File: src/ibpa_pkg.sv
// Shared types, codes and result builders for the inode block placement allocator.
// No dependencies; every other file imports this package.
package ibpa_pkg;

    // used-block map word geometry
    localparam int WORD_W   = 16;
    localparam int WORD_LSB = 4;

    // configuration port
    localparam int CFG_IDX_W  = 1;
    localparam int CFG_DATA_W = 9;
    localparam logic [CFG_IDX_W-1:0] CFG_DATA_START  = 1'd0;
    localparam logic [CFG_IDX_W-1:0] CFG_BLOCK_LIMIT = 1'd1;
    localparam logic [CFG_DATA_W-1:0] DATA_START_RST  = 9'd5;
    localparam logic [CFG_DATA_W-1:0] BLOCK_LIMIT_RST = 9'd256;

    // request types
    localparam logic REQ_FILE       = 1'b0;
    localparam logic REQ_STANDALONE = 1'b1;

    // result roles
    localparam logic [2:0] ROLE_DIRECT = 3'd0;
    localparam logic [2:0] ROLE_SINGLE = 3'd1;
    localparam logic [2:0] ROLE_DOUBLE = 3'd2;
    localparam logic [2:0] ROLE_ROOT   = 3'd3;
    localparam logic [2:0] ROLE_SECOND = 3'd4;

    // error codes
    localparam logic [1:0] ERR_OK      = 2'd0;
    localparam logic [1:0] ERR_NO_FREE = 2'd1;
    localparam logic [1:0] ERR_TOO_BIG = 2'd2;

    typedef struct packed {
        logic req_type;
        logic new_file;
    } in_item_t;

    typedef struct packed {
        logic [7:0] block_number;
        logic [2:0] role;
        logic [6:0] inner_slot;
        logic [6:0] outer_slot;
        logic [1:0] error_code;
        logic       last;
    } out_item_t;

    // scanner status toward the sequencer
    typedef struct packed {
        logic done;
        logic found;
    } scan_rsp_t;

    function automatic out_item_t mk_result(logic [7:0] blk, logic [2:0] role,
                                            logic [6:0] inner, logic [6:0] outer,
                                            logic last);
        out_item_t r;
        r.block_number = blk;
        r.role         = role;
        r.inner_slot   = inner;
        r.outer_slot   = outer;
        r.error_code   = ERR_OK;
        r.last         = last;
        return r;
    endfunction

    function automatic out_item_t mk_error(logic [1:0] code);
        out_item_t r;
        r            = '0;
        r.error_code = code;
        r.last       = 1'b1;
        return r;
    endfunction

endpackage

File: src/ibpa_map.sv
// Used-block map: word-wide synchronous memory with a registered read port.
// Per-word valid flops make a never-written word read as all free. Uses ibpa_pkg.
module ibpa_map #(
    parameter int WORDS = 16,
    parameter int AW    = 4
) (
    input  logic                       aclk,
    input  logic                       aresetn,
    input  logic                       rd_en,
    input  logic [AW-1:0]              rd_addr,
    output logic [ibpa_pkg::WORD_W-1:0] rd_data,
    input  logic                       wr_en,
    input  logic [AW-1:0]              wr_addr,
    input  logic [ibpa_pkg::WORD_W-1:0] wr_data
);
    import ibpa_pkg::*;

    logic [WORD_W-1:0] used_mem [WORDS];
    logic [WORDS-1:0]  valid_reg;
    logic [WORD_W-1:0] rd_word_reg;
    logic              rd_valid_reg;

    always_ff @(posedge aclk) begin
        if (wr_en) begin
            used_mem[wr_addr] <= wr_data;
        end
        if (rd_en) begin
            rd_word_reg <= used_mem[rd_addr];
        end
    end

    always_ff @(posedge aclk) begin
        if (!aresetn) begin
            valid_reg    <= '0;
            rd_valid_reg <= 1'b0;
        end else begin
            if (wr_en) begin
                valid_reg[wr_addr] <= 1'b1;
            end
            if (rd_en) begin
                rd_valid_reg <= valid_reg[rd_addr];
            end
        end
    end

    assign rd_data = rd_valid_reg ? rd_word_reg : '0;

endmodule

File: src/ibpa_scan.sv
// First-fit scanner: walks map words from data_start, claims the first free block.
// Drives ibpa_map's ports; uses ibpa_pkg.
module ibpa_scan #(
    parameter int NUM_BLOCKS = 256,
    parameter int AW         = 4,
    parameter int BW         = 8
) (
    input  logic                          aclk,
    input  logic                          aresetn,
    input  logic                          start,
    input  logic [ibpa_pkg::CFG_DATA_W-1:0] data_start,
    input  logic [ibpa_pkg::CFG_DATA_W-1:0] block_limit,
    output logic                          rd_en,
    output logic [AW-1:0]                 rd_addr,
    input  logic [ibpa_pkg::WORD_W-1:0]   rd_data,
    output logic                          wr_en,
    output logic [AW-1:0]                 wr_addr,
    output logic [ibpa_pkg::WORD_W-1:0]   wr_data,
    output ibpa_pkg::scan_rsp_t           rsp,
    output logic [BW-1:0]                 blk
);
    import ibpa_pkg::*;

    localparam int NW = $clog2(NUM_BLOCKS + 1);
    localparam int CW = (NW > CFG_DATA_W) ? NW : CFG_DATA_W;

    typedef enum logic [1:0] {SC_IDLE, SC_READ, SC_EVAL} sc_state_t;

    sc_state_t           state_reg;
    logic [AW-1:0]       word_reg;
    logic [AW-1:0]       first_word_reg;
    logic [AW-1:0]       last_word_reg;
    logic [WORD_LSB-1:0] lo_reg;
    logic [WORD_LSB-1:0] hi_reg;
    scan_rsp_t           rsp_reg;
    logic [BW-1:0]       blk_reg;

    logic [CW-1:0]       start_w;
    logic [CW-1:0]       end_w;
    logic [CW-1:0]       last_bit;
    logic                empty;
    logic [WORD_W-1:0]   cand;
    logic                hit;
    logic [WORD_LSB-1:0] pos;

    always_comb begin
        start_w  = CW'(data_start);
        end_w    = (CW'(block_limit) < CW'(NUM_BLOCKS)) ? CW'(block_limit) : CW'(NUM_BLOCKS);
        empty    = start_w >= end_w;
        last_bit = end_w - CW'(1);
    end

    // free bits inside [start, end) within the current word, lowest wins
    always_comb begin
        hit = 1'b0;
        pos = '0;
        for (int j = 0; j < WORD_W; j++) begin
            cand[j] = !rd_data[j]
                && ((word_reg != first_word_reg) || (WORD_LSB'(j) >= lo_reg))
                && ((word_reg != last_word_reg) || (WORD_LSB'(j) <= hi_reg));
        end
        for (int j = WORD_W - 1; j >= 0; j--) begin
            if (cand[j]) begin
                hit = 1'b1;
                pos = WORD_LSB'(j);
            end
        end
    end

    assign rd_en   = (state_reg == SC_READ);
    assign rd_addr = word_reg;
    assign wr_en   = (state_reg == SC_EVAL) && hit;
    assign wr_addr = word_reg;
    assign wr_data = rd_data | (WORD_W'(1) << pos);
    assign rsp     = rsp_reg;
    assign blk     = blk_reg;

    always_ff @(posedge aclk) begin
        if (!aresetn) begin
            state_reg <= SC_IDLE;
            rsp_reg   <= '0;
        end else begin
            rsp_reg.done <= 1'b0;
            case (state_reg)
                SC_IDLE: begin
                    if (start) begin
                        if (empty) begin
                            rsp_reg.done  <= 1'b1;
                            rsp_reg.found <= 1'b0;
                        end else begin
                            word_reg       <= AW'(start_w >> WORD_LSB);
                            first_word_reg <= AW'(start_w >> WORD_LSB);
                            last_word_reg  <= AW'(last_bit >> WORD_LSB);
                            lo_reg         <= start_w[WORD_LSB-1:0];
                            hi_reg         <= last_bit[WORD_LSB-1:0];
                            state_reg      <= SC_READ;
                        end
                    end
                end
                SC_READ: begin
                    state_reg <= SC_EVAL;
                end
                SC_EVAL: begin
                    if (hit) begin
                        rsp_reg.done  <= 1'b1;
                        rsp_reg.found <= 1'b1;
                        blk_reg       <= BW'({word_reg, pos});
                        state_reg     <= SC_IDLE;
                    end else if (word_reg == last_word_reg) begin
                        rsp_reg.done  <= 1'b1;
                        rsp_reg.found <= 1'b0;
                        state_reg     <= SC_IDLE;
                    end else begin
                        word_reg  <= word_reg + AW'(1);
                        state_reg <= SC_READ;
                    end
                end
                default: begin
                    state_reg <= SC_IDLE;
                end
            endcase
        end
    end

endmodule

File: src/ibpa_seq.sv
// Request sequencer: file index and indirect flags, allocation order, result register.
// Starts scans in ibpa_scan; uses ibpa_pkg.
module ibpa_seq #(
    parameter int DIRECT_SLOTS       = 12,
    parameter int POINTERS_PER_BLOCK = 128,
    parameter int BW                 = 8
) (
    input  logic                 aclk,
    input  logic                 aresetn,
    input  logic                 s_valid,
    output logic                 s_ready,
    input  ibpa_pkg::in_item_t   s_data,
    output logic                 m_valid,
    input  logic                 m_ready,
    output ibpa_pkg::out_item_t  m_data,
    output logic                 scan_start,
    input  ibpa_pkg::scan_rsp_t  scan_rsp,
    input  logic [BW-1:0]        scan_blk
);
    import ibpa_pkg::*;

    localparam int MAX_FILE = DIRECT_SLOTS + POINTERS_PER_BLOCK
                              + POINTERS_PER_BLOCK * POINTERS_PER_BLOCK;
    localparam int IDX_W    = $clog2(MAX_FILE + 1);
    localparam int PW       = $clog2(POINTERS_PER_BLOCK);

    typedef enum logic [1:0] {ST_IDLE, ST_SCAN, ST_EMIT} state_t;
    typedef enum logic [2:0] {
        STEP_DATA, STEP_STANDALONE, STEP_ROOT_S, STEP_ROOT_D, STEP_SECOND
    } step_t;
    typedef enum logic [2:0] {
        NX_DONE, NX_DONE_INC, NX_ROOT_S, NX_ROOT_D, NX_SECOND
    } next_t;

    state_t          state_reg;
    step_t           step_reg;
    next_t           nxt_reg;
    out_item_t       pend_reg;
    out_item_t       out_data_reg;
    logic            out_valid_reg;
    logic            scan_start_reg;
    logic [IDX_W-1:0] idx_reg;
    logic [PW-1:0]   dinner_reg;
    logic [PW-1:0]   douter_reg;
    logic            single_reg;
    logic            root_reg;
    logic            halted_reg;
    logic [1:0]      held_err_reg;

    logic            in_direct;
    logic            in_single;
    logic            need_second;
    logic            out_free;
    logic [7:0]      blk8;
    logic [IDX_W-1:0] idx_eff;

    always_comb begin
        in_direct   = idx_reg < IDX_W'(DIRECT_SLOTS);
        in_single   = !in_direct && (idx_reg < IDX_W'(DIRECT_SLOTS + POINTERS_PER_BLOCK));
        need_second = (dinner_reg == '0);
        out_free    = !out_valid_reg || m_ready;
        blk8        = 8'(scan_blk);
        idx_eff     = s_data.new_file ? '0 : idx_reg;
    end

    assign s_ready    = (state_reg == ST_IDLE);
    assign m_valid    = out_valid_reg;
    assign m_data     = out_data_reg;
    assign scan_start = scan_start_reg;

    always_ff @(posedge aclk) begin
        if (!aresetn) begin
            state_reg      <= ST_IDLE;
            step_reg       <= STEP_DATA;
            nxt_reg        <= NX_DONE;
            pend_reg       <= '0;
            out_data_reg   <= '0;
            out_valid_reg  <= 1'b0;
            scan_start_reg <= 1'b0;
            idx_reg        <= '0;
            dinner_reg     <= '0;
            douter_reg     <= '0;
            single_reg     <= 1'b0;
            root_reg       <= 1'b0;
            halted_reg     <= 1'b0;
            held_err_reg   <= ERR_OK;
        end else begin
            scan_start_reg <= 1'b0;
            if (out_valid_reg && m_ready) begin
                out_valid_reg <= 1'b0;
            end
            case (state_reg)
                ST_IDLE: begin
                    if (s_valid) begin
                        if (halted_reg) begin
                            pend_reg  <= mk_error(held_err_reg);
                            nxt_reg   <= NX_DONE;
                            state_reg <= ST_EMIT;
                        end else if (s_data.req_type == REQ_STANDALONE) begin
                            step_reg       <= STEP_STANDALONE;
                            scan_start_reg <= 1'b1;
                            state_reg      <= ST_SCAN;
                        end else begin
                            if (s_data.new_file) begin
                                idx_reg    <= '0;
                                dinner_reg <= '0;
                                douter_reg <= '0;
                                single_reg <= 1'b0;
                                root_reg   <= 1'b0;
                            end
                            if (idx_eff >= IDX_W'(MAX_FILE)) begin
                                pend_reg     <= mk_error(ERR_TOO_BIG);
                                halted_reg   <= 1'b1;
                                held_err_reg <= ERR_TOO_BIG;
                                nxt_reg      <= NX_DONE;
                                state_reg    <= ST_EMIT;
                            end else begin
                                step_reg       <= STEP_DATA;
                                scan_start_reg <= 1'b1;
                                state_reg      <= ST_SCAN;
                            end
                        end
                    end
                end
                ST_SCAN: begin
                    if (scan_rsp.done) begin
                        state_reg <= ST_EMIT;
                        if (!scan_rsp.found) begin
                            pend_reg     <= mk_error(ERR_NO_FREE);
                            halted_reg   <= 1'b1;
                            held_err_reg <= ERR_NO_FREE;
                            nxt_reg      <= NX_DONE;
                        end else begin
                            case (step_reg)
                                STEP_STANDALONE: begin
                                    pend_reg <= mk_result(blk8, ROLE_DIRECT, '0, '0, 1'b1);
                                    nxt_reg  <= NX_DONE;
                                end
                                STEP_DATA: begin
                                    if (in_direct) begin
                                        pend_reg <= mk_result(blk8, ROLE_DIRECT,
                                                              7'(idx_reg), '0, 1'b1);
                                        nxt_reg  <= NX_DONE_INC;
                                    end else if (in_single) begin
                                        pend_reg <= mk_result(blk8, ROLE_SINGLE,
                                            7'(idx_reg - IDX_W'(DIRECT_SLOTS)), '0, single_reg);
                                        nxt_reg  <= single_reg ? NX_DONE_INC : NX_ROOT_S;
                                    end else begin
                                        pend_reg <= mk_result(blk8, ROLE_DOUBLE, 7'(dinner_reg),
                                            7'(douter_reg), root_reg && !need_second);
                                        if (!root_reg) begin
                                            nxt_reg <= NX_ROOT_D;
                                        end else if (need_second) begin
                                            nxt_reg <= NX_SECOND;
                                        end else begin
                                            nxt_reg <= NX_DONE_INC;
                                        end
                                    end
                                end
                                STEP_ROOT_S: begin
                                    single_reg <= 1'b1;
                                    pend_reg   <= mk_result(blk8, ROLE_ROOT,
                                                            7'(DIRECT_SLOTS), '0, 1'b1);
                                    nxt_reg    <= NX_DONE_INC;
                                end
                                STEP_ROOT_D: begin
                                    root_reg <= 1'b1;
                                    pend_reg <= mk_result(blk8, ROLE_ROOT,
                                                          7'(DIRECT_SLOTS + 1), '0, !need_second);
                                    nxt_reg  <= need_second ? NX_SECOND : NX_DONE_INC;
                                end
                                STEP_SECOND: begin
                                    pend_reg <= mk_result(blk8, ROLE_SECOND, '0,
                                                          7'(douter_reg), 1'b1);
                                    nxt_reg  <= NX_DONE_INC;
                                end
                                default: begin
                                    pend_reg <= mk_error(ERR_NO_FREE);
                                    nxt_reg  <= NX_DONE;
                                end
                            endcase
                        end
                    end
                end
                ST_EMIT: begin
                    if (out_free) begin
                        out_data_reg  <= pend_reg;
                        out_valid_reg <= 1'b1;
                        case (nxt_reg)
                            NX_DONE: begin
                                state_reg <= ST_IDLE;
                            end
                            NX_DONE_INC: begin
                                idx_reg <= idx_reg + IDX_W'(1);
                                // double region walks (outer, inner) alongside the index
                                if (!in_direct && !in_single) begin
                                    if (dinner_reg == PW'(POINTERS_PER_BLOCK - 1)) begin
                                        dinner_reg <= '0;
                                        douter_reg <= douter_reg + PW'(1);
                                    end else begin
                                        dinner_reg <= dinner_reg + PW'(1);
                                    end
                                end
                                state_reg <= ST_IDLE;
                            end
                            NX_ROOT_S: begin
                                step_reg       <= STEP_ROOT_S;
                                scan_start_reg <= 1'b1;
                                state_reg      <= ST_SCAN;
                            end
                            NX_ROOT_D: begin
                                step_reg       <= STEP_ROOT_D;
                                scan_start_reg <= 1'b1;
                                state_reg      <= ST_SCAN;
                            end
                            NX_SECOND: begin
                                step_reg       <= STEP_SECOND;
                                scan_start_reg <= 1'b1;
                                state_reg      <= ST_SCAN;
                            end
                            default: begin
                                state_reg <= ST_IDLE;
                            end
                        endcase
                    end
                end
                default: begin
                    state_reg <= ST_IDLE;
                end
            endcase
        end
    end

endmodule

File: src/inode_block_placement_allocator_top.sv
// Top level of the inode block placement allocator: configuration registers and wiring.
// Instantiates ibpa_map, ibpa_scan and ibpa_seq; uses ibpa_pkg.
//
// Usage:
//   s_valid/s_ready/s_data carry requests (file block or standalone block).
//   m_valid/m_ready/m_data carry one to three results per request; the final
//   one of each request has last set. cfg_valid/cfg_ready/cfg_index/cfg_data
//   write data_start (index 0) and block_limit (index 1); cfg_ready is always
//   high and writes belong in idle periods.
// Flow:
//   Each allocation is a first-fit scan over the used map, held as 16-bit
//   words in a memory with a registered read port; a scan reads and then
//   evaluates each word it visits, up to ceil(NUM_BLOCKS/16) words. A
//   result goes from the scanner into a pending register and then into
//   the output register; a halted request emits its error without a scan.
//   One request is in flight at a time; a new one is taken while the last
//   result still waits in the output register.
// Reset: map reads as all free at once (per-word valid flops, no clearing
//   pass), file index and flags clear, configuration returns to 5 and 256.
// Stall: a held result stays on m_data; further results of the same
//   request wait behind it.
module inode_block_placement_allocator_top #(
    parameter int NUM_BLOCKS         = 256,
    parameter int DIRECT_SLOTS       = 12,
    parameter int POINTERS_PER_BLOCK = 128
) (
    input  logic                            aclk,
    input  logic                            aresetn,
    input  logic                            s_valid,
    output logic                            s_ready,
    input  ibpa_pkg::in_item_t              s_data,
    output logic                            m_valid,
    input  logic                            m_ready,
    output ibpa_pkg::out_item_t             m_data,
    input  logic                            cfg_valid,
    output logic                            cfg_ready,
    input  logic [ibpa_pkg::CFG_IDX_W-1:0]  cfg_index,
    input  logic [ibpa_pkg::CFG_DATA_W-1:0] cfg_data
);
    import ibpa_pkg::*;

    localparam int WORDS = (NUM_BLOCKS + WORD_W - 1) / WORD_W;
    localparam int AW    = (WORDS > 1) ? $clog2(WORDS) : 1;
    localparam int BW    = $clog2(NUM_BLOCKS);

    logic [CFG_DATA_W-1:0] data_start_reg;
    logic [CFG_DATA_W-1:0] block_limit_reg;

    logic              rd_en;
    logic [AW-1:0]     rd_addr;
    logic [WORD_W-1:0] rd_data;
    logic              wr_en;
    logic [AW-1:0]     wr_addr;
    logic [WORD_W-1:0] wr_data;
    logic              scan_start;
    scan_rsp_t         scan_rsp;
    logic [BW-1:0]     scan_blk;

    assign cfg_ready = 1'b1;

    always_ff @(posedge aclk) begin
        if (!aresetn) begin
            data_start_reg  <= DATA_START_RST;
            block_limit_reg <= BLOCK_LIMIT_RST;
        end else if (cfg_valid) begin
            case (cfg_index)
                CFG_DATA_START: begin
                    data_start_reg <= cfg_data;
                end
                CFG_BLOCK_LIMIT: begin
                    block_limit_reg <= cfg_data;
                end
                default: begin
                end
            endcase
        end
    end

    ibpa_map #(
        .WORDS (WORDS),
        .AW    (AW)
    ) u_map (
        .aclk    (aclk),
        .aresetn (aresetn),
        .rd_en   (rd_en),
        .rd_addr (rd_addr),
        .rd_data (rd_data),
        .wr_en   (wr_en),
        .wr_addr (wr_addr),
        .wr_data (wr_data)
    );

    ibpa_scan #(
        .NUM_BLOCKS (NUM_BLOCKS),
        .AW         (AW),
        .BW         (BW)
    ) u_scan (
        .aclk        (aclk),
        .aresetn     (aresetn),
        .start       (scan_start),
        .data_start  (data_start_reg),
        .block_limit (block_limit_reg),
        .rd_en       (rd_en),
        .rd_addr     (rd_addr),
        .rd_data     (rd_data),
        .wr_en       (wr_en),
        .wr_addr     (wr_addr),
        .wr_data     (wr_data),
        .rsp         (scan_rsp),
        .blk         (scan_blk)
    );

    ibpa_seq #(
        .DIRECT_SLOTS       (DIRECT_SLOTS),
        .POINTERS_PER_BLOCK (POINTERS_PER_BLOCK),
        .BW                 (BW)
    ) u_seq (
        .aclk       (aclk),
        .aresetn    (aresetn),
        .s_valid    (s_valid),
        .s_ready    (s_ready),
        .s_data     (s_data),
        .m_valid    (m_valid),
        .m_ready    (m_ready),
        .m_data     (m_data),
        .scan_start (scan_start),
        .scan_rsp   (scan_rsp),
        .scan_blk   (scan_blk)
    );

endmodule

File: config.mk
export PLATFORM = sky130hd
export DESIGN_NAME = inode_block_placement_allocator_top
export DESIGN_NICKNAME = d
export VERILOG_FILES = /design/src/ibpa_pkg.sv /design/src/ibpa_map.sv /design/src/ibpa_scan.sv /design/src/ibpa_seq.sv /design/src/inode_block_placement_allocator_top.sv
export SDC_FILE = /design/constraint.sdc
export NUM_CORES = 1
export LEC_CHECK = 0
export ABC_AREA = 1
export BUFFER_PORTS_ARGS = -buffer_cell sky130_fd_sc_hd__buf_2
export CORE_ASPECT_RATIO = 0.5
export CORE_MARGIN = 2
export CORE_UTILIZATION = 52
export CTS_CLUSTER_DIAMETER = 200
export DETAILED_ROUTE_END_ITERATION = 8
export PLACE_DENSITY = 0.68
export SLEW_MARGIN = 20
export SYNTH_ARGS = -nofsm -noshare
export SYNTH_HDL_FRONTEND = slang
export SYNTH_SLANG_ARGS = --single-unit
File: constraint.sdc
create_clock -name aclk -period 5.8 [get_ports aclk]
set_clock_uncertainty 0.1 [all_clocks]
set_input_delay 0.29 -clock aclk [delete_from_list [all_inputs] [get_ports aclk]]
set_output_delay 0.29 -clock aclk [all_outputs]
set_load 0.01 [all_outputs]
==> results of run 1 <==
cell families after synthesis:
kind of cell / count (synthesis)
xor+xnor: 12
other cells: 1
simple gates: 717
fa+ha+maj: 19
flops: 439
buf+inv: 209
compound gates: 450
final cells by class:
class / count / area share (%)
flip-flops and latches: 439 / 57.18
multi-input cells: 1199 / 29.06
clock buffers: 52 / 5.273
well taps: 475 / 2.882
repair buffers: 81 / 2.524
inverters: 123 / 2.263
clock inverters: 20 / 0.8191
cells in the final DEF, fill, tap and decap left out, drive strengths merged, types with 3 or more instances in the layout:
master         n
o2111ai        8
dfxtp        139
edfxtp       300
nor2         350
o21bai         6
o211ai         9
a211oi        15
o21a          16
dlygate4sd3   11
nor3b          3
o21ai        253
clkinv        15
nor4           5
clkbuf        52
a21oi         59
buf           70
nand3b         4
clkinvlp       3
o22ai         69
a31oi          6
or2            4
ha            19
nand3         53
nand4         29
xor2           8
nand2        249
xnor2          4
inv          123
nor3          18
metal layers:
| layer | global-route usage (%) | share of wire (%) |
|---|---|---|
| met2 | 38.04 | 43 |
| met5 | 0 | 0 |
| met1 | 35.21 | 45 |
| met4 | 7.735 | 2.5 |
| met3 | 6.047 | 9.1 |
worst register-to-register path, stage by stage, from the launching register on:
cell and delay [ns]:
edfxtp_1 0.39, buf_4 0.52, nand2_1 0.11, nand2_1 0.12
nor2_4 0.05, nand2_4 0.14, nor2_4 0.06, o21ai_1 0.20
o2111ai_1 0.16, nand2_1 0.13, nor2_2 0.06, nand2_2 0.14
nor2_8 0.05, nor2_4 0.22, nand2_2 0.18, nor2_2 0.78
path summary, 6_finish.rpt:
| check | to | slack (ns) | cells after the start |
|---|---|---|---|
| setup / recovery | u_map.used_mem[8][2] | 1.99 | 15 |
| hold / removal | data_start_reg[2] | 0.11 | 4 |
| setup reg to reg | u_map.used_mem[8][2] | 1.99 | 15 |
| hold reg to reg | u_scan.lo_reg[0] | 0.33 | 0 |
report_power, final:
| part | switching (mW) | internal, mW | leakage, nW |
|---|---|---|---|
| registers | 0.159 | 3.67 | 3.87 |
| logic | 1.39 | 0.525 | 2.99 |
| clock network | 1.17 | 1.42 | 0.613 |
| total | 2.72 | 5.62 | 7.47 |
==> run_results.csv, run 1 <==
group,metric,value,unit
grt,antenna_violations_before_repair,1,
route,firstDrtPassIters,6,
synth,synth_ff_type,"edfxtp_1",
worst_setup_path,crit_path_top_delay_cell,"nor2_2",
sta,rsz0062_at_grt,"no",
min_path,hp-class,"input port to flop",
worst_setup_path,regToRegStartpoint,"u_scan.rd_addr[0]",
cts,clk_path_buf_depth,3,
synth,net_count_after_synthesis,1883,
synth,top_cell_type_by_total_area_after_synthesis,"edfxtp_1",
floorplan,chipWidth,271.0,um
sta,slew_headroom,33.77,%
synth,synth_most_common_cell,"nor2_1",
layout,layoutNonFillerInstCount,2389,
floorplan,boundaryPins,48,
layout,multi_input_gate_area,5992,sq um
worst_setup_path,setup.worst_path.start_class,"flop",
cts,clock_tree_from_tritoncts,"yes",
floorplan,area_inside_the_core_boundary,34770,sq um
synth,synthCells,1847,
synth,synth.cell_area,18530,sq um
route,post_drt_wl_per_cell,19.29,um
route,antenna_violating_nets_post_route,0,
pwr,power_leakage,7.474,nW
pwr,design_power_total,8.341,mW
synth,synth-seq-area-share,63.63,%
synth,yosys_warnings,0,
synth,synthXorXnorAreaFrac,0.5671,%
cts,clkSlewWorstSetupHoldPaths,0.07,ns
route,routed_wirelength,46.09,mm
sta,worst_slew_pin_slew,0.9923,ns
worst_setup_path,critical_path_arrival,3.88,ns
route,drcViolationCount,0,
floorplan,total_die_area,37260,sq um
worst_setup_path,worstPathMaxFanout,62,
route,initial_drt_markers,1317,
sta,sum_of_negative_setup_slack,0,ns
outcome,run_status,"finished, final reports clean",
worst_setup_path,crit_path_capture_type,"flop",
cts,cts.repair.resized,0,
pwr,worst_ir_drop_vdd,0.2959,mV
cts,worstSkewPairLatency,0.56,ns
synth,synth.ff_latch_count,439,
synth,async_reset_ff_share,0,%
grt,grt_first_pass_wirelength,70.97,mm
layout,fill_cell_count,2848,
placement,placement.io_buffers,46,
grt,track_usage,24.85,%
placement,place_ws,1.961,ns
cts,cts.repair_timing.setup_buffer_count,0,
pwr,power_per_cell_area,404.5,nW/um^2
sta,period_needed,3.810,ns
grt,grt_pass1_vias,12370,
cts,cts.htree.levels,2,
floorplan,floorplan.initialDensity,53.29,%
flow_run,max_cap_viol_count,0,
placement,placed_cells_incl_taps,2306,
floorplan,die_h,137.5,um
route,via_count,13710,
sta,report.final.hold_viol_count,0,
layout,seq_area,11790,sq um
synth,post_synth_and_or_nand_nor_area_fraction,16.39,%
cts,numCtsBuffers,39,
sta,timing.final.max_slew_violations,0,
layout,post_layout_inst_area,20620,sq um
worst_setup_path,crit_type,"flop to flop",
synth,synth_compound_gate_area_share,13.76,%
placement,dp_hpwl,29.88,mm
synth,commonest_cells_post_synth,"nor2_1 (334), edfxtp_1 (300), o21ai_0 (241), nand2_1 (238), dfxtp_1 (139)",
synth,synth_top_family_by_area,"simple AND/OR/NAND/NOR gates",
worst_setup_path,critPathRequiredTime,5.87,ns
worst_setup_path,crit_path_cell_trace,"buf_4 > nand2_1 > nand2_1 > nor2_4 > nand2_4 > nor2_4 > o21ai_1 > o2111ai_1 > nand2_1 > nor2_2 > nand2_2 > nor2_8 > nor2_4 > nand2_2 > nor2_2",
sta,fin_ws,1.990,ns
placement,place.gp.congestion,0.9458,
synth,edff_count_synth,300,
cts,cts.hold.buffers_added,11,
min_path,hold_path.startpoint,"cfg_index",
placement,place_area,19250,sq um
floorplan,row_count,48,
route,vias_per_cell,5.739,
synth,synth.area.mux_share,0,%
synth,post_synth_main_area_contributors,"edfxtp_1 (49%), dfxtp_1 (15%), nor2_1 (6.8%), o21ai_0 (6.5%), nand2_1 (4.8%)",
sta,finalSetupViolations,0,
worst_setup_path,crit_path_max_incr_delay,0.78,ns
worst_setup_path,critical_path.n_buffers_inverters,1,
cts,ctsRootBufferMaster,"clkbuf_16",
layout,net_count_final,1919,
layout,drive_gt1_share,10.76,%
sta,clock.fmax,262.5,MHz
grt,grt_max_degree,94,
layout,antenna_cells_inserted,0,
sta,fin_hold_ws,0.1085,ns
worst_setup_path,cpLargestDelayFamily,"simple AND/OR/NAND/NOR gates",
layout,number_of_flip_flops_under_the_largest_register_name,256,
synth,postSynthAreaPerCell,10.03,sq um
sta,layout_worst_path_cycle_share,65.69,%
synth,yosysTopAreaCellShare,48.61,%
layout,finalCoreUtilization,59.30,%
synth,synth_cell_types,52,
worst_setup_path,startpoint,"u_scan.rd_addr[0]",
grt,grt_overflow_total,0,
layout,areaGrowthSynthToFinish,11.28,%
cts,clock-sinks,439,
synth,post_synth_adder_cell_area,1.283,%
Power figures use the tool's default switching activity.
==> run 2: changes to the inputs <==
==> constraint.sdc (replaced) <==
create_clock -name aclk -period 3.6 [get_ports aclk]
set_clock_uncertainty 0.1 [all_clocks]
set_input_delay 0.18 -clock aclk [delete_from_list [all_inputs] [get_ports aclk]]
set_output_delay 0.18 -clock aclk [all_outputs]
set_load 0.01 [all_outputs]
==> run 2 against run 1 <==
Global-route usage is 0.12 points higher. Fmax is 13% higher. Design area is 2.3% higher. Non-clock buffer count is 46 higher. Routed wire length is 0.67% higher. Sequential share of layout area is 1.3 points lower. Worst setup slack worse by 1.8 ns. Sequential power is 61% higher. Via count is 1.5% higher. Critical endpoint is now u_map.used_mem[7][12].
==> run_results.csv, run 2 (synthesis results as in run 1) <==
group,metric,value,unit
layout,finalCoreUtilization,60.64,%
sta,timing.final.max_slew_violations,0,
worst_setup_path,startpoint,"u_scan.rd_addr[3]",
layout,net_count_final,1965,
route,drcViolationCount,0,
worst_setup_path,setup.worst_path.start_class,"flop",
sta,rsz0062_at_grt,"no",
route,vias_per_cell,5.724,
sta,finalSetupViolations,0,
sta,fin_hold_ws,0.04849,ns
grt,grt_pass1_vias,12630,
grt,antenna_violations_before_repair,0,
sta,report.final.hold_viol_count,0,
route,routed_wirelength,46.40,mm
grt,track_usage,24.97,%
floorplan,chipWidth,271.0,um
worst_setup_path,worstPathMaxFanout,16,
worst_setup_path,number_of_cell_instances_on_the_worst_register_to_register_path,21,
worst_setup_path,critPathRequiredTime,3.68,ns
sta,fin_ws,0.2226,ns
layout,post_layout_inst_area,21090,sq um
cts,cts.htree.levels,2,
layout,fill_cell_count,2843,
route,initial_drt_markers,1400,
worst_setup_path,crit_path_capture_type,"flop",
sta,worst_slew_pin_slew,1.023,ns
floorplan,total_die_area,37260,sq um
cts,cts.repair_timing.setup_buffer_count,0,
worst_setup_path,timing.reg2reg.setup_slack,0.22,ns
route,via_count,13910,
sta,period_needed,3.377,ns
worst_setup_path,critical_path.reg2reg.endpoint,"u_map.used_mem[7][12]",
layout,areaGrowthSynthToFinish,13.78,%
floorplan,die_h,137.5,um
placement,dp_hpwl,27.79,mm
layout,number_of_flip_flops_under_the_largest_register_name,256,
sta,layout_worst_path_cycle_share,93.82,%
grt,grt_overflow_total,0,
worst_setup_path,crit_type,"flop to flop",
worst_setup_path,critical_path_arrival,3.46,ns
cts,clock_tree_from_tritoncts,"yes",
min_path,hp-class,"input port to flop",
layout,antenna_cells_inserted,0,
route,antenna_violating_nets_post_route,0,
placement,placement.io_buffers,46,
cts,ctsRootBufferMaster,"clkbuf_16",
route,firstDrtPassIters,5,
placement,place_ws,-0.01054,ns
sta,clock.fmax,296.1,MHz
layout,layout_commonest_cell,"nor2_1",
cts,clk_path_buf_depth,3,
pwr,worst_ir_drop_vdd,0.4135,mV
pwr,design_power_total,13.41,mW
cts,numCtsBuffers,39,
grt,grt_max_degree,96,
floorplan,row_count,48,
floorplan,boundaryPins,48,
route,post_drt_wl_per_cell,19.09,um
sta,slew_headroom,31.80,%
flow_run,max_cap_viol_count,0,
layout,commonest_cells_after_routing_fill_and_taps_aside,"nor2_1 (314), edfxtp_1 (300), o21ai_0 (241), nand2_1 (237), dfxtp_1 (139)",
grt,grt_first_pass_wirelength,71.62,mm
outcome,run_status,"finished, final reports clean",
layout,drive_gt1_share,12.48,%
worst_setup_path,regToRegStartpoint,"u_scan.rd_addr[3]",
floorplan,floorplan.initialDensity,53.29,%
worst_setup_path,endpoint_of_the_most_critical_setup_path,"u_map.used_mem[7][12]",
floorplan,area_inside_the_core_boundary,34770,sq um
pwr,power_leakage,7.720,nW
cts,clock-sinks,439,
placement,place_area,19680,sq um
placement,place.gp.congestion,0.9082,
cts,clkSlewWorstSetupHoldPaths,0.07,ns
cts,worstSkewPairLatency,0.56,ns
pwr,power_per_cell_area,635.8,nW/um^2
run 2: cell types whose count changed in the layout (fill, tap and decap cells not counted), sizes merged:
cell and change:
clkinvlp -3, clkinv -4, clkbuf +3, inv -2, buf +42, dlygate4sd3 +4, bufinv +1
run 2: power breakdown:
part	leakage (nW)	internal, mW	switching [mW]
Clock	0.598	2.32	1.82
Combinational	3.25	0.925	2.17
Sequential	3.87	5.92	0.246
run 2: cell type report:
class | instances | area, sq um | area share, %
Tap cell | 475 | 594.3 | 2.819
Clock buffer | 55 | 1087 | 5.157
Clock inverter | 12 | 143.9 | 0.6824
Timing Repair Buffer | 127 | 988.4 | 4.688
Inverter | 123 | 466.7 | 2.213
Sequential cell | 439 | 11790 | 55.92
Multi-Input combinational cell | 1199 | 6013 | 28.52
run 2: layer usage:
| metal | track usage [%] | part of all wire, % | vias up |
|---|---|---|---|
| met5 | 0 | 0 | - |
| met4 | 7.919 | 2.4 | 0 |
| met3 | 4.357 | 8.2 | 76 |
| met2 | 38.58 | 44 | 547 |
| met1 | 36.18 | 46 | 6662 |
| li1 | - | - | 6625 |
run 2: critical path: stages (launching register included):
cell and delay (ns):
edfxtp_1 0.54, xor2_1 0.23, nor2_2 0.19, nand2_4 0.14, nor2_2 0.11, nand2_1 0.06
nand3b_1 0.13, nand2_1 0.07, nand2_1 0.05, nand2_1 0.05, nand2_1 0.05, nand2_1 0.05
nand2_1 0.05, nand2_1 0.05, nand2_1 0.05, nand2_1 0.06, nand2_1 0.09, nand2_1 0.09
nand2_1 0.12, nand2_1 0.20, nand4_1 0.19, nand2_1 0.32
run 2: metrics by stage:
step	cells	setup TNS [ns]
floorplan	1847	0
global placement	2348	0
detailed placement	2348	-0.1624
CTS	2430	0
global route	2430	0
finish	2430	0
run 2: worst min path at each step:
stage | from | end | cells past startpoint
2_1_floorplan | cfg_data[2] | data_start_reg[2] | 2
3_3_place_gp | cfg_data[6] | data_start_reg[6] | 3
3_5_place_dp | cfg_data[8] | block_limit_reg[8] | 3
4_1_cts | cfg_index | data_start_reg[5] | 4
5_1_grt | s_data[0] | u_seq.idx_reg[0] | 4
6_report | cfg_index | data_start_reg[6] | 4
run 2: what timing repair did:
item,in CTS,in global routing
hold buffers,15,0
setup endpoints to repair,16,96
endpoints found under the hold margin,23,0
gates resized for setup,1,6
==> run 3: changes to the inputs <==
--- a/config.mk
+++ b/config.mk
@@ -13,6 +13,7 @@
 export CTS_CLUSTER_DIAMETER = 200
 export DETAILED_ROUTE_END_ITERATION = 8
 export PLACE_DENSITY = 0.68
+export RECOVER_POWER = 50
 export SLEW_MARGIN = 20
 export SYNTH_ARGS = -nofsm -noshare
 export SYNTH_HDL_FRONTEND = slang
==> run 3 against run 2 <==
The run now ends with capacitance limit, slew limit left. Design area decreased by 0.78%. Count of clock-buffer cells in the layout unchanged. Power down 0.51%. Via count down 0.38%. Register-to-register slack worse by 0.03 ns. Utilization fell by 0.47 points. Sequential share of layout area up 0.44 points. Non-clock buffer count unchanged.
==> run_results.csv, run 3 (synthesis results as in run 1) <==
group,metric,value,unit
outcome,run_status,"finished with violations",
outcome,failing_checks,"capacitance limit, slew limit",
sta,sum_of_negative_setup_slack,0,ns
grt,grt_first_pass_wirelength,71.62,mm
sta,rsz0062_at_grt,"no",
grt,grt_overflow_total,0,
route,routed_wirelength,46.34,mm
pwr,power_per_cell_area,637.5,nW/um^2
route,drcViolationCount,0,
route,antenna_violating_nets_post_route,0,
worst_setup_path,crit_path_cell_trace,"clkbuf_2 > ha_1 > nand2_1 > nor2_2 > buf_4",
sta,finalSetupViolations,0,
floorplan,chipWidth,271.0,um
min_path,hp-class,"input port to flop",
cts,clock-sinks,439,
placement,dp_hpwl,27.79,mm
sta,period_needed,3.410,ns
layout,layout_commonest_cell,"nor2_1",
cts,worstSkewPairLatency,0.56,ns
layout,drive_gt1_share,9.258,%
cts,numCtsBuffers,39,
layout,antenna_cells_inserted,0,
placement,placement.io_buffers,46,
worst_setup_path,crit_type,"flop to flop",
placement,placed_cells_incl_taps,2348,
layout,commonest_cells_after_routing_fill_and_taps_aside,"nor2_1 (327), edfxtp_1 (300), o21ai_0 (244), nand2_1 (242), dfxtp_1 (139)",
cts,clock_tree_from_tritoncts,"yes",
floorplan,area_inside_the_core_boundary,34770,sq um
pwr,worst_ir_drop_vdd,0.4137,mV
layout,fill_cell_count,2895,
worst_setup_path,worstPathMaxFanout,72,
route,post_drt_wl_per_cell,19.07,um
cts,cts.repair_timing.setup_buffer_count,0,
cts,clkSlewWorstSetupHoldPaths,0.07,ns
floorplan,boundaryPins,48,
sta,worst_slew_pin_slew,1.681,ns
route,via_count,13860,
sta,slew_headroom,-12.08,%
cts,clk_path_buf_depth,3,
worst_setup_path,crit_path_max_incr_delay,1.25,ns
worst_setup_path,crit_path_top_delay_cell,"clkbuf_2",
grt,antenna_violations_before_repair,0,
worst_setup_path,setup.worst_path.start_class,"flop",
flow_run,max_cap_viol_count,3,
route,initial_drt_markers,1420,
cts,cts.htree.levels,2,
worst_setup_path,critical_path_arrival,3.57,ns
grt,grt_pass1_vias,12630,
layout,seq_area,11790,sq um
layout,areaGrowthSynthToFinish,12.89,%
cts,ctsRootBufferMaster,"clkbuf_16",
route,firstDrtPassIters,8,
layout,net_count_final,1965,
floorplan,total_die_area,37260,sq um
layout,number_of_flip_flops_under_the_largest_register_name,256,
route,vias_per_cell,5.702,
placement,place.gp.congestion,0.9082,
grt,grt_max_degree,96,
pwr,power_leakage,7.530,nW
layout,layoutNonFillerInstCount,2430,
floorplan,floorplan.initialDensity,53.29,%
sta,layout_worst_path_cycle_share,94.72,%
layout,multi_input_gate_area,5951,sq um
floorplan,die_h,137.5,um
floorplan,row_count,48,
sta,clock.fmax,293.3,MHz
sta,report.final.hold_viol_count,0,
worst_setup_path,crit_path_capture_type,"flop",
sta,timing.final.max_slew_violations,163,
worst_setup_path,critPathRequiredTime,3.76,ns
grt,track_usage,24.97,%
run 3: critical path, delay by kind of cell, from the launching register on:
kind / cells / cell delay, ns
simple gates: 2 / 0.62
buf+inv: 2 / 1.55
fa+ha+maj: 1 / 0.39
flops: 1 / 0.43
run 3: final cells by class:
cell class / instances / area share, %
sequential: 439 / 56.36
multi-input combinational: 1199 / 28.44
clock buffer: 55 / 5.197
timing repair buffer: 127 / 4.240
tap: 475 / 2.841
inverter: 123 / 2.225
clock inverter: 12 / 0.6878
run 3: through the flow:
step / setup slack, ns / instance area, sq um / total power, mW / utilization [%] / hold slack (ns)
4_1_cts: 0.04090 / 21060 / 13.41 / 60.56 / 0.02092
2_1_floorplan: 0.4995 / 18530 / 8.297 / - / 0.2063
6_report: 0.1900 / 20920 / 13.34 / 60.16 / 0.04927
3_5_place_dp: -0.01054 / 19680 / 9.299 / 56.58 / 0.3218
3_3_place_gp: 0.09292 / 19680 / 9.263 / 56.58 / 0.3158
5_1_grt: 0.005550 / 20920 / 13.99 / 60.16 / 0.07870
run 3: final timing paths:
kind / startpoint / endpoint / slack, ns / depth (start not counted)
max: u_scan.rd_addr[1] / u_map.used_mem[11][3] / 0.19 / 5
min: s_data[0] / u_seq.halted_reg / 0.05 / 6
max reg2reg: u_scan.rd_addr[1] / u_map.used_mem[11][3] / 0.19 / 5
min reg2reg: data_start_reg[0] / u_scan.lo_reg[0] / 0.34 / 0
run 3: power by group:
group	switching [mW]	internal (mW)	leakage, nW	total, mW
clock	1.83	2.32	0.598	4.15
sequential	0.249	5.92	3.87	6.17
combinational	2.15	0.867	3.07	3.02
total	4.23	9.11	7.53	13.3
run 3: repair_timing:
action | in CTS | in global routing
hold buffers | 15 | 0
endpoints found under the setup margin | 16 | 96
resized for setup | 1 | 6
cloned | 0 | 0
hold endpoints to repair | 23 | 0
run 3: per-layer routing:
metal  part of all wire, %  vias to the layer above  routed length (um)  global-route usage (%)
met1                    45                     6608               21050                   36.18
met3                   8.6                       79                3999                   4.357
met4                   2.4                        0                1094                   7.919
li1                      -                     6627                   -                       -
met2                    44                      543               20190                   38.58
met5                     0                        -                   0                       0
